**src/sv/mxst_pkg.sv**
```systemverilog
// Package for the maximum XOR subarray trie unit.
// Holds the sequencer state type used by the trie walker; no dependencies.
package mxst_pkg;

  typedef enum logic [2:0] {
    ST_IDLE,
    ST_CREATE,
    ST_LEAF,
    ST_Q_ISSUE,
    ST_Q_WALK,
    ST_I_ISSUE,
    ST_I_WALK,
    ST_DONE
  } state_e;

endpackage

```
**src/sv/mxst_walker.sv**
```systemverilog
// Trie sequencer: prefix XOR, query walk, insert walk and node allocation.
// Drives the node memory ports; uses mxst_pkg for the state type.
module mxst_walker #(
  parameter int unsigned KEY_BITS   = 22,
  parameter int unsigned NODE_COUNT = 32768
) (
  input  logic                              clk_i,
  input  logic                              rst_ni,
  input  logic                              in_valid_i,
  output logic                              in_ready_o,
  input  logic [KEY_BITS-1:0]               word_i,
  input  logic                              start_new_i,
  output logic                              res_valid_o,
  input  logic                              res_take_i,
  output logic [KEY_BITS-1:0]               res_best_o,
  output logic                              res_full_o,
  output logic                              mem_we_o,
  output logic [$clog2(NODE_COUNT)-1:0]     mem_waddr_o,
  output logic [2*$clog2(NODE_COUNT)-1:0]   mem_wdata_o,
  output logic                              mem_re_o,
  output logic [$clog2(NODE_COUNT)-1:0]     mem_raddr_o,
  input  logic [2*$clog2(NODE_COUNT)-1:0]   mem_rdata_i
);

  localparam int unsigned NodeW = $clog2(NODE_COUNT);
  localparam int unsigned FreeW = $clog2(NODE_COUNT + 1);
  localparam int unsigned LvlW  = $clog2(KEY_BITS);
  localparam logic [LvlW-1:0] LvlTop = LvlW'(KEY_BITS - 1);

  mxst_pkg::state_e state_q, state_d;

  logic [KEY_BITS-1:0] prefix_q, prefix_d;
  logic [KEY_BITS-1:0] best_q, best_d;
  logic [KEY_BITS-1:0] acc_q, acc_d;
  logic [FreeW-1:0]    free_q, free_d;
  logic                started_q, started_d;
  logic                clearing_q, clearing_d;
  logic                full_q, full_d;
  logic [LvlW-1:0]     lvl_q, lvl_d;
  logic [NodeW-1:0]    node_q, node_d;
  logic [2*NodeW-1:0]  ndata_q, ndata_d;

  logic               accept;
  logic               fresh;
  logic               key_bit;
  logic [NodeW-1:0]   link0, link1, same_link, opp_link, q_next, new_link;
  logic               lvl_last;
  logic [KEY_BITS-1:0] acc_bit, q_acc;
  logic               q_done;
  logic [FreeW:0]     need_sum;
  logic               no_room;
  logic [2*NodeW-1:0] create_data;

  assign accept    = in_valid_i && (state_q == mxst_pkg::ST_IDLE);
  assign fresh     = start_new_i || !started_q;
  assign key_bit   = clearing_q ? 1'b0 : prefix_q[lvl_q];
  assign link0     = mem_rdata_i[NodeW-1:0];
  assign link1     = mem_rdata_i[2*NodeW-1:NodeW];
  assign same_link = key_bit ? link1 : link0;
  assign opp_link  = key_bit ? link0 : link1;
  assign lvl_last  = (lvl_q == '0);
  assign acc_bit   = KEY_BITS'(1) << lvl_q;
  assign q_acc     = (opp_link != '0) ? (acc_q | acc_bit) : acc_q;
  assign q_next    = (opp_link != '0) ? opp_link : same_link;
  assign q_done    = lvl_last || ((opp_link == '0) && (same_link == '0));
  assign need_sum  = (FreeW+1)'(free_q) + (FreeW+1)'(lvl_q) + (FreeW+1)'(1);
  assign no_room   = need_sum > (FreeW+1)'(NODE_COUNT);
  assign new_link  = free_q[NodeW-1:0];
  assign create_data = key_bit ? {new_link, ndata_q[NodeW-1:0]}
                               : {ndata_q[2*NodeW-1:NodeW], new_link};

  always_comb begin
    state_d = state_q;
    case (state_q)
      mxst_pkg::ST_IDLE: begin
        if (in_valid_i) begin
          state_d = fresh ? mxst_pkg::ST_CREATE : mxst_pkg::ST_Q_ISSUE;
        end
      end
      mxst_pkg::ST_CREATE: begin
        if (lvl_last) begin
          state_d = mxst_pkg::ST_LEAF;
        end
      end
      mxst_pkg::ST_LEAF: begin
        state_d = clearing_q ? mxst_pkg::ST_Q_ISSUE : mxst_pkg::ST_DONE;
      end
      mxst_pkg::ST_Q_ISSUE: state_d = mxst_pkg::ST_Q_WALK;
      mxst_pkg::ST_Q_WALK: begin
        if (q_done) begin
          state_d = mxst_pkg::ST_I_ISSUE;
        end
      end
      mxst_pkg::ST_I_ISSUE: state_d = mxst_pkg::ST_I_WALK;
      mxst_pkg::ST_I_WALK: begin
        if (same_link == '0) begin
          state_d = no_room ? mxst_pkg::ST_DONE : mxst_pkg::ST_CREATE;
        end else if (lvl_last) begin
          state_d = mxst_pkg::ST_DONE;
        end
      end
      mxst_pkg::ST_DONE: begin
        if (res_take_i) begin
          state_d = mxst_pkg::ST_IDLE;
        end
      end
      default: state_d = mxst_pkg::ST_IDLE;
    endcase
  end

  always_comb begin
    mem_we_o    = 1'b0;
    mem_waddr_o = node_q;
    mem_wdata_o = create_data;
    mem_re_o    = 1'b0;
    mem_raddr_o = '0;
    case (state_q)
      mxst_pkg::ST_CREATE: mem_we_o = 1'b1;
      mxst_pkg::ST_LEAF: begin
        mem_we_o    = 1'b1;
        mem_wdata_o = '0;
      end
      mxst_pkg::ST_Q_ISSUE, mxst_pkg::ST_I_ISSUE: mem_re_o = 1'b1;
      mxst_pkg::ST_Q_WALK: begin
        mem_re_o    = !q_done;
        mem_raddr_o = q_next;
      end
      mxst_pkg::ST_I_WALK: begin
        mem_re_o    = (same_link != '0) && !lvl_last;
        mem_raddr_o = same_link;
      end
      default: ;
    endcase
  end

  always_comb begin
    prefix_d   = prefix_q;
    best_d     = best_q;
    acc_d      = acc_q;
    free_d     = free_q;
    started_d  = started_q;
    clearing_d = clearing_q;
    full_d     = full_q;
    lvl_d      = lvl_q;
    node_d     = node_q;
    ndata_d    = ndata_q;
    case (state_q)
      mxst_pkg::ST_IDLE: begin
        if (accept) begin
          if (fresh) begin
            prefix_d   = word_i;
            best_d     = '0;
            free_d     = FreeW'(1);
            started_d  = 1'b1;
            clearing_d = 1'b1;
            node_d     = '0;
            ndata_d    = '0;
            lvl_d      = LvlTop;
          end else begin
            prefix_d = prefix_q ^ word_i;
          end
        end
      end
      mxst_pkg::ST_CREATE: begin
        node_d  = new_link;
        ndata_d = '0;
        free_d  = free_q + FreeW'(1);
        if (!lvl_last) begin
          lvl_d = lvl_q - LvlW'(1);
        end
      end
      mxst_pkg::ST_LEAF: begin
        clearing_d = 1'b0;
        full_d     = 1'b0;
      end
      mxst_pkg::ST_Q_ISSUE: begin
        lvl_d = LvlTop;
        acc_d = '0;
      end
      mxst_pkg::ST_Q_WALK: begin
        acc_d = q_acc;
        if (q_done) begin
          best_d = (q_acc > best_q) ? q_acc : best_q;
        end else begin
          lvl_d = lvl_q - LvlW'(1);
        end
      end
      mxst_pkg::ST_I_ISSUE: begin
        lvl_d  = LvlTop;
        node_d = '0;
      end
      mxst_pkg::ST_I_WALK: begin
        if (same_link == '0) begin
          if (no_room) begin
            full_d = 1'b1;
          end else begin
            ndata_d = mem_rdata_i;
          end
        end else begin
          node_d = same_link;
          if (lvl_last) begin
            full_d = 1'b0;
          end else begin
            lvl_d = lvl_q - LvlW'(1);
          end
        end
      end
      default: ;
    endcase
  end

  always_ff @(posedge clk_i or negedge rst_ni) begin
    if (!rst_ni) begin
      state_q    <= mxst_pkg::ST_IDLE;
      prefix_q   <= '0;
      best_q     <= '0;
      free_q     <= FreeW'(1);
      started_q  <= 1'b0;
      clearing_q <= 1'b0;
      full_q     <= 1'b0;
      lvl_q      <= '0;
    end else begin
      state_q    <= state_d;
      prefix_q   <= prefix_d;
      best_q     <= best_d;
      free_q     <= free_d;
      started_q  <= started_d;
      clearing_q <= clearing_d;
      full_q     <= full_d;
      lvl_q      <= lvl_d;
    end
  end

  always_ff @(posedge clk_i) begin
    acc_q   <= acc_d;
    node_q  <= node_d;
    ndata_q <= ndata_d;
  end

  assign in_ready_o  = (state_q == mxst_pkg::ST_IDLE);
  assign res_valid_o = (state_q == mxst_pkg::ST_DONE);
  assign res_best_o  = best_q;
  assign res_full_o  = full_q;

endmodule

```
**config.mk**
```make
export PLATFORM = sky130hd
export DESIGN_NAME = mxst_walker
export DESIGN_NICKNAME = d
export VERILOG_FILES = /design/src/sv/mxst_pkg.sv /design/src/sv/mxst_walker.sv
export SDC_FILE = /design/constraint.sdc
export NUM_CORES = 1
export LEC_CHECK = 0
export BUFFER_PORTS_ARGS = -buffer_cell sky130_fd_sc_hd__buf_2
export CORE_MARGIN = 3
export CORE_UTILIZATION = 57
export DETAILED_ROUTE_END_ITERATION = 12
export PLACE_DENSITY_LB_ADDON = 0.3
export SLEW_MARGIN = 30
export SYNTH_ARGS = -nofsm -noshare
export SYNTH_HDL_FRONTEND = slang
export SYNTH_SLANG_ARGS = --single-unit
```
**constraint.sdc**
```tcl
create_clock -name clk_i -period 4.9 [get_ports clk_i]
set_clock_uncertainty 0.1 [all_clocks]
set_input_delay 0.245 -clock clk_i [delete_from_list [all_inputs] [get_ports clk_i]]
set_output_delay 0.245 -clock clk_i [all_outputs]
set_load 0.02 [all_outputs]
```
## Word level (Yosys, flattened, before mapping)

Cells that the tools add are included.

| word-level totals | value |
|---|---|
| bits in latches | 0 |
| input bits | 57 |
| memories kept | 0 |
| bits in read-only memories | 0 |
| register bits after elaboration | 138 |
| memory bits (writable) | 0 |
| logic and storage cells | 129 |
| output and inout bits | 87 |

| cells by class | value |
|---|---|
| div/mod/pow operators | 0 |
| multiply operators | 0 |
| mux-type cells | 54 |
| order comparisons | 3 |
| reduce and logical (&&, ||, !) cells | 34 |
| eq/ne operators | 20 |
| bitwise gates (word level) | 2 |
| add/subtract/negate cells | 4 |
| shifts and indexed selects | 1 |

Operators by type and width:

| operator | number |
|---|---|
| 2-to-1 mux 30 bit | 6 |
| 2-to-1 mux 22 bit | 6 |
| 2-to-1 mux 15 bit | 6 |
| case mux 30 bit (3 select lines) | 1 |
| case mux 22 bit (2 select lines) | 2 |
| case mux 15 bit (4 select lines) | 1 |
| 2-to-1 mux 16 bit | 2 |
| case mux 16 bit (2 select lines) | 1 |
| logical NOT 15 bit | 2 |
| case mux 15 bit (2 select lines) | 1 |
| nonzero test 15 bit | 2 |
| 2-to-1 mux 5 bit | 5 |
| case mux 5 bit (5 select lines) | 1 |
| 2-to-1 mux 3 bit | 8 |
| case mux 3 bit (8 select lines) | 1 |
| > comparator 22 bit | 1 |
| bitwise OR 22 bit | 1 |
| left shift 1 x 5 -> 22 bit, first input constant | 1 |
| XOR 22 bit | 1 |
| AND reduction 5 bit | 4 |
| adder 16 x 5 -> 17 bit | 1 |
| adder 17 x 1 -> 17 bit, second input constant | 1 |
| > comparator 17 x 16 -> 1 bit, second input constant | 1 |
| adder 16 x 1 -> 16 bit, second input constant | 1 |
| 26 further kinds | 61 |

## Longest topological paths before layout

Gate-level depths: netlist (run 1).

| logic depth | value |
|---|---|
| depth after elaboration | 10 |
| mapped depth | 19 |
| mapped depth without buffers | 15 |

## Worst setup path after synthesis (run 1)

No wires, ideal clock.

| path | value |
|---|---|
| path type | reg2reg |
| from | reg lvl_q[1] |
| to | reg best_q[10], in the netlist res_best_o[10] |
| setup slack | 427 ps |
| data arrival time | 4290 ps |
| buffers on the path | 3 |
| required time | 4717 ps |
| stages on the path, launching flop included | 18 |
| path through | dfrtp_1 -> buf_2 -> mux4_2 -> o211ai_1 -> a31o_2 -> buf_6 -> mux2i_1 -> a21oi_1 -> inv_1 -> ha_1 -> nand4_1 -> or4_1 -> a31o_2 -> a311oi_1 -> o21ai_1 -> or2_1 -> clkbuf_1 -> o21ai_0 |

| between the ends | value |
|---|---|
| longest elaborated chain between the ends | 9 |
| elaborated cells between the ends (all ways) | 21 |
| classes of those cells | order compare (1); eq/ne (2); shift (1); mux (9); bitwise (1); reduce/logical (7) |

RTL lines:

| what | RTL line | RTL |
|---|---|---|
| start, declared | mxst_walker.sv:39 | `logic [LvlW-1:0] lvl_q, lvl_d;` |
| start signal, assigned | mxst_walker.sv:230 | `lvl_q <= lvl_d;` |
| binary-select mux 1 bit (select 5 bit) | mxst_walker.sv:56 | `assign key_bit = clearing_q ? 1'b0 : prefix_q[lvl_q];` |
| 2-to-1 mux 1 bit (implied by the code) | mxst_walker.sv:56 |  |
| 2-to-1 mux 1 bit | mxst_walker.sv:56 |  |
| 2-to-1 mux 15 bit, on equally long branches | mxst_walker.sv:60, mxst_walker.sv:59 |  |
| nonzero test 15 bit or logical NOT 15 bit (tied branches) | mxst_walker.sv:63, mxst_walker.sv:65 |  |
| 2-to-1 mux 22 bit or logical AND 1 bit (tied branches) | mxst_walker.sv:63, mxst_walker.sv:65 |  |
| > comparator 22 bit, or another cell as far along | mxst_walker.sv:183 | `best_d = (q_acc > best_q) ? q_acc : best_q;` |
| inequality test 2 bit (no line) or 2-to-1 mux 22 bit (tied branches) | - |  |
| AND reduction 5 bit (no line) or case mux 22 bit (2 select lines) (tied branches) | - |  |
| end signal, assigned | mxst_walker.sv:225 | `best_q <= best_d;` |
| end, declared | mxst_walker.sv:33 | `logic [KEY_BITS-1:0] best_q, best_d;` |

Several ways; a longest one is shown, not always the timed one. The select of a mux whose other input is x is not followed.
A chain may end at the register's enable or synchronous reset.

## Worst setup path in the final report (run 1)

| path | value |
|---|---|
| from | reg lvl_q[2] |
| to | reg best_q[8], in the netlist res_best_o[8] |

Same word-level chain as after synthesis.

==> results of run 1 <==
-- critical path, stage by stage, from the launching register on --
cell and delay [ns]:
dfrtp_1 0.58, mux2i_1 0.24, nor4_1 0.06, nor3_1 0.38, a31o_2 0.37, mux2i_4 0.42
a31oi_1 0.19, inv_1 0.09, ha_1 0.16, nand4_1 0.13, or4_1 0.54, a31o_2 0.23
a311oi_1 0.25, o21ai_1 0.11, or2_2 0.46, o21ai_0 0.24
-- what timing repair did --
action,4_1_cts,5_1_grt
hold endpoints to repair,34,0
cloned,0,0
resized for setup,1,3
setup endpoints to repair,21,21
hold buffers,1,0
-- layout make-up --
type                    instances  area [um2]  area share
clock inverters                 4        22.5     0.00229
well taps                     180         225      0.0229
multi-input cells             706        4220       0.429
repair buffers                166         895      0.0909
clock buffers                  28         497      0.0505
inverters                      52         195      0.0198
flip-flops and latches        138        3790       0.385
-- logic make-up (layout without fill, tap and decap cells) --
family / Yosys count / count (layout) / share of synthesized area
buf+inv: 113 / 250 / 0.0539
mux: 35 / 35 / 0.0469
flops: 138 / 138 / 0.450
xor+xnor: 14 / 14 / 0.0146
compound gates: 270 / 270 / 0.187
fa+ha+maj: 34 / 34 / 0.0514
simple gates: 353 / 353 / 0.196
-- cell usage after synthesis, drive strengths merged, types with 17 or more instances --
library cell and count:
a21oi 105, a31oi 17, and2 34, clkbuf 50, dfrtp 70, edfxtp 67, ha 33, inv 52
mux2i 29, nand2 141, nand3 40, nor2 64, o21ai 89
-- worst max-delay path by stage --
| stage | slack (ns) | from | endpoint | depth (start not counted) |
|---|---|---|---|---|
| 3_3_place_gp | 0.07 | lvl_q[2]$_DFFE_PN0P_ | res_best_o[10]$_DFFE_PN0P_ | 14 |
| 4_1_cts | 0.09 | lvl_q[2]$_DFFE_PN0P_ | res_best_o[8]$_DFFE_PN0P_ | 15 |
| 6_report | 0.25 | lvl_q[2]$_DFFE_PN0P_ | res_best_o[8]$_DFFE_PN0P_ | 15 |
| 2_1_floorplan | 0.43 | lvl_q[1]$_DFFE_PN0P_ | res_best_o[10]$_DFFE_PN0P_ | 17 |
| 3_5_place_dp | -0.11 | lvl_q[2]$_DFFE_PN0P_ | res_best_o[8]$_DFFE_PN0P_ | 15 |
| 5_1_grt | 0.01 | lvl_q[2]$_DFFE_PN0P_ | res_best_o[8]$_DFFE_PN0P_ | 14 |
-- flip-flops by register name (all words and copies together) (netlist names) --
signal       cells
acc_q           22
clearing_q       1
free_q          16
lvl_q            5
mem_waddr_o     15
ndata_q         30
prefix_q        22
res_best_o      22
res_full_o       1
started_q        1
state_q          3
-- routing by layer --
layer | wire [um] | vias up
met5 | 8 | -
met4 | 719 | 2
met3 | 2010 | 71
met2 | 11700 | 376
met1 | 9690 | 3702
li1 | - | 3641
-- metrics by stage --
| step | power, mW | util | instance area, um2 | hold slack (ns) | instances |
|---|---|---|---|---|---|
| after floorplan | 4.99 | - | 8430 | -0.151 | 957 |
| after global placement | 6.12 | 0.656 | 9280 | 0.366 | 1241 |
| after detailed placement | 6.24 | 0.657 | 9290 | 0.396 | 1241 |
| after CTS | 7.41 | 0.694 | 9830 | 0.0136 | 1274 |
| after global routing | 7.97 | 0.696 | 9840 | 0.0428 | 1274 |
| final | 7.46 | 0.696 | 9840 | 0.0235 | 1274 |
-- power breakdown --
part,leakage [nW],switching [mW],internal (mW),total [mW]
clock,0.252,0.463,0.684,1.15
sequential,1.55,0.412,1.87,2.29
combinational,2.46,2.66,1.37,4.03
total,4.26,3.54,3.93,7.46
==> impl_results.md, run 1 <==
- Worst r2r path cells: 15
- Share of layout cells above drive strength 1: 0.197
- Largest area contributor in the netlist: edfxtp_1
- DRC: 0
- Max Clock Freq: 215 MHz
- Root Driver: clkbuf_16
- Ys async rst share: 0.514
- Initial Utilization: 0.595
- R2r startpoint: lvl_q[2]$_DFFE_PN0P_
- DRT Wirelength: 24100 um
- Clock period minus worst slack: 4.65 ns
- Fin crit share: 0.949
- GR met1 Demand/Resource: 0.395
- Synth Flop Type: dfrtp_1
- RSZ-0062 raised after global routing: no
- Hold Vio Cnt, Final: 0
- Min-delay worst type: input port to flop
- Syn Nets: approximately 1000
- Total of max-cap violations: 0
- Pwr dens: 758 mW/mm2
- Final net count: 1172
- Final setup TNS: 0 ns
- Commonest cells after routing, fill and taps aside: buf_2 (143), nand2_1 (141), a21oi_1 (105)
- Cell Rows: 43
- CP startpoint kind: flop
- Post-DP HPWL: approximately 17000 um
- EDFF count, synth: 67
- Largest net degree at the start of global routing: 72
- Max-slew violation count: 0
- Yosys top cell area share: 0.239
- Layout filler cell count: 1130
- Relative slew slack: 0.453
- Sequential fraction of the synthesis area: 0.450
- VDD IR max: 438 uV
- WL per Instance: 18.9 um
- Worst R2R End: res_best_o[8]$_DFFE_PN0P_
- Vias per std cell: 6.12
- Die Y-Extent: roughly 130 um
- Crit. End Element: flop
- Diodes inserted: 0
- Setup Viol. Count Final: 0
- Synth area leaders: edfxtp_1 (24%), dfrtp_1 (21%), nand2_1 (6.3%)
- Global-route wire length before repair: between 30000 and 40000 um
- Die width: about 130 um
- Hold Path Cell Cnt: 3
- DIE AREA: 0.0163 mm2
- CTS H-Tree Depth: 4
- Worst Hold Path EP: prefix_q[12]$_DFFE_PN0P_
- Grt met3 use: 0.0585
- Gr usage total: 0.302
- Crit-path max FO: 21
- Status: finished clean
- Data arrival, critical path: 4.88 ns
- Grt met2 use: 0.499
- HP Start: word_i[12]
- DR pass1 iterations: 7
- PortBufs: 143
- Final setup margin: 0.252 ns
- Final ANT Viol Nets: 0
- Drt first-iter violations: 750
- Clk slew on worst S/H paths: ~0.060 ns
- Worst endpoint required time: between 5 and 6 ns
- Cell variety after synth: 63
- Seq cells post-synth: 138
- Setup Fix Bufs, Post-CTS: 0
- Ys Warns: 0
- Synth Cell Area: 0.00843 mm2
- Area Growth Syn to Fin: 16.8%
- TritonCTS Buffers: 17
- Leak pwr: roughly 4.3 nW
- Pre-CTS setup slack: -0.110 ns
- CTS tree: yes
- Initial antenna violation count: 1
- DR vias: 7792
- Worst-Margin Slew: 0.821 ns
- RePlAce Congestion: about 0.92
- FF-to-FF setup slack: 0.25 ns
- Sink Count: 138
- Setup CP Type: flop to flop
- Longest Clk Path Bufs: 2
- Total congestion overflow: 0
- I/O pin cnt: 144
- Number of global-route vias before repair: roughly 7500
- Clk Latency, worst-skew pair: 0.42 ns
- Syn_area_per_cell: 8.80 um2
- Synth Instances: 957
- Area of the core: 0.0141 mm2
- Commonest non-fill, non-tap cell in the layout: buf_2
- Most crowded layer after global routing: met2
Power figures use the tool's default switching activity.
==> inputs of run 2 (changes only) <==
CORE_UTILIZATION = 40   (was 57)
==> run 2 against run 1 <==
Compared with the run above: global-route usage fell by 7.9 points; worst hold slack got worse by 0.0067 ns; non-clock buffer count grew 7; register-to-register slack gained 0.09 ns; via count fell by 1.3%; sequential power about the same; wire length up 5.1%; sequential cell count stayed put; critical path depth rose by 1; worst setup slack gained 0.089 ns; final cell count increased by 7.6%; maximum frequency up 2.0%.
==> impl_results.md, run 2 (same netlist as run 1, synthesis figures left out) <==
- Gr usage total: 0.223
- Sink Count: 138
- Total congestion overflow: 0
- Share of layout cells above drive strength 1: 0.209
- Die Y-Extent: 151 um
- Max Clock Freq: 219 MHz
- Commonest cells after routing, fill and taps aside: buf_2 (142), nand2_1 (141), a21oi_1 (105)
- Area of the core: 0.0205 mm2
- Reg with most FFs: ndata_q
- RSZ-0062 raised after global routing: no
- Largest net degree at the start of global routing: 72
- Commonest non-fill, non-tap cell in the layout: buf_2
- WL per Instance: 18.5 um
- Clk slew on worst S/H paths: 0.07 ns
- Post-layout power: 7.68 mW
- Pwr dens: 758 mW/mm2
- Fin crit share: 0.930
- Root Driver: clkbuf_16
- Final net count: between 1000 and 1500
- Max reg flops: 30
- Relative slew slack: 0.495
- Crit-path max FO: 21
- Longest Clk Path Bufs: 2
- Setup CP Type: flop to flop
- Leak pwr: around 4.3 nW
- Clock period minus worst slack: roughly 4.6 ns
- DR vias: a little under 8000
- Crit. End Element: flop
- Initial Utilization: 0.411
- Die width: 151 um
- Cell Rows: 52
- CTS H-Tree Depth: 4
- DR pass1 iterations: 5
- DRT Wirelength: 25300 um
- Global-route wire length before repair: 39600 um
- Worst-Margin Slew: 0.757 ns
- Hold Vio Cnt, Final: 0
- CP startpoint kind: flop
- TritonCTS Buffers: 17
- Clk Latency, worst-skew pair: 0.43 ns
- Min-delay worst type: input port to flop
- Worst endpoint required time: 5.14 ns
- I/O pin cnt: 144
- Area Growth Syn to Fin: 20.3%
- Number of global-route vias before repair: 7214
- Layout filler cell count: 1939
- Setup Viol. Count Final: 0
- VDD IR max: 387 uV
- PortBufs: 143
- Drt first-iter violations: a little under 700
- Vias per std cell: 5.61
- Diodes inserted: 0
- Total of max-cap violations: 0
- Hold_ws: 0.0168 ns
- DRC: 0
- Max-slew violation count: 0
- Initial antenna violation count: 1
- Status: finished clean
- Post-DP HPWL: roughly 18000 um
- CTS tree: yes
- Final ANT Viol Nets: 0
- DIE AREA: 0.0228 mm2
- RePlAce Congestion: 0.938
- Data arrival, critical path: 4.80 ns
==> run 2: worst max-delay path, cell delays in order, from the launching register on <==
cell and delay [ns]:
dfrtp_1 0.39, buf_4 0.19, inv_1 0.15, nor4_1 0.08, nor3_1 0.44, a31o_4 0.31
mux2i_4 0.13, a31oi_1 0.29, inv_1 0.09, ha_1 0.30, nand4_1 0.14, or4_1 0.58
a31o_2 0.24, a311oi_1 0.25, o21ai_1 0.12, or2_2 0.45, o21ai_0 0.21
==> run 2: timing repair <==
action / in CTS / in global routing
hold buffers: 5 / 0
hold endpoints to repair: 74 / 0
gates resized for setup: 1 / 10
pin swaps: 0 / 1
setup buffers: 0 / 2
setup endpoints to repair: 21 / 22
==> run 2: per-layer routing <==
metal,routed length (um),track usage,vias to the layer above,part of all wire
met2,11900,0.358,297,0.47
met3,1660,0.0395,53,0.065
met4,737,0.0884,2,0.029
li1,-,-,3661,-
met5,8,0,-,0.00032
met1,11100,0.299,3678,0.44
==> run 2: power breakdown <==
group / total [mW] / switching, mW / internal [mW]
Clock: 1.33 / 0.561 / 0.769
Combinational: 4.06 / 2.66 / 1.39
Sequential: 2.29 / 0.423 / 1.87
Total: 7.68 / 3.65 / 4.03
==> run 2: through the flow <==
step                       util  instances  TNS (ns)  setup WS, ns  cell area [um2]
after floorplan               -        957         0         0.427             8430
after global placement    0.459       1332         0       0.00657             9400
after detailed placement  0.459       1332     -2.17        -0.170             9410
after CTS                 0.491       1369         0        0.0299            10100
after global routing      0.495       1371         0        0.0555            10100
final                     0.495       1371         0         0.341            10100
==> run 2: worst paths after layout <==
check / from / end / slack, ns / cells past startpoint
max: lvl_q[1]$_DFFE_PN0P_ / res_best_o[6]$_DFFE_PN0P_ / 0.34 / 16
max in group asynchronous: rst_ni / lvl_q[2]$_DFFE_PN0P_ / 3.86 / 2
min reg2reg: started_q$_DFFE_PN0P_ / started_q$_DFFE_PN0P_ / 0.40 / 1
min: word_i[9] / prefix_q[9]$_DFFE_PN0P_ / 0.02 / 3
max reg2reg: lvl_q[1]$_DFFE_PN0P_ / res_best_o[6]$_DFFE_PN0P_ / 0.34 / 16
min in group asynchronous: rst_ni / res_best_o[21]$_DFFE_PN0P_ / 0.31 / 2
==> run 2: cell type report <==
| type | instances | area, um2 | area share |
|---|---|---|---|
| multi-input cells | 706 | 4250 | 0.419 |
| clock inverters | 15 | 178 | 0.0175 |
| clock buffers | 17 | 425 | 0.0420 |
| inverters | 52 | 195 | 0.0193 |
| flip-flops and latches | 138 | 3790 | 0.374 |
| repair buffers | 173 | 960 | 0.0947 |
| well taps | 270 | 338 | 0.0333 |
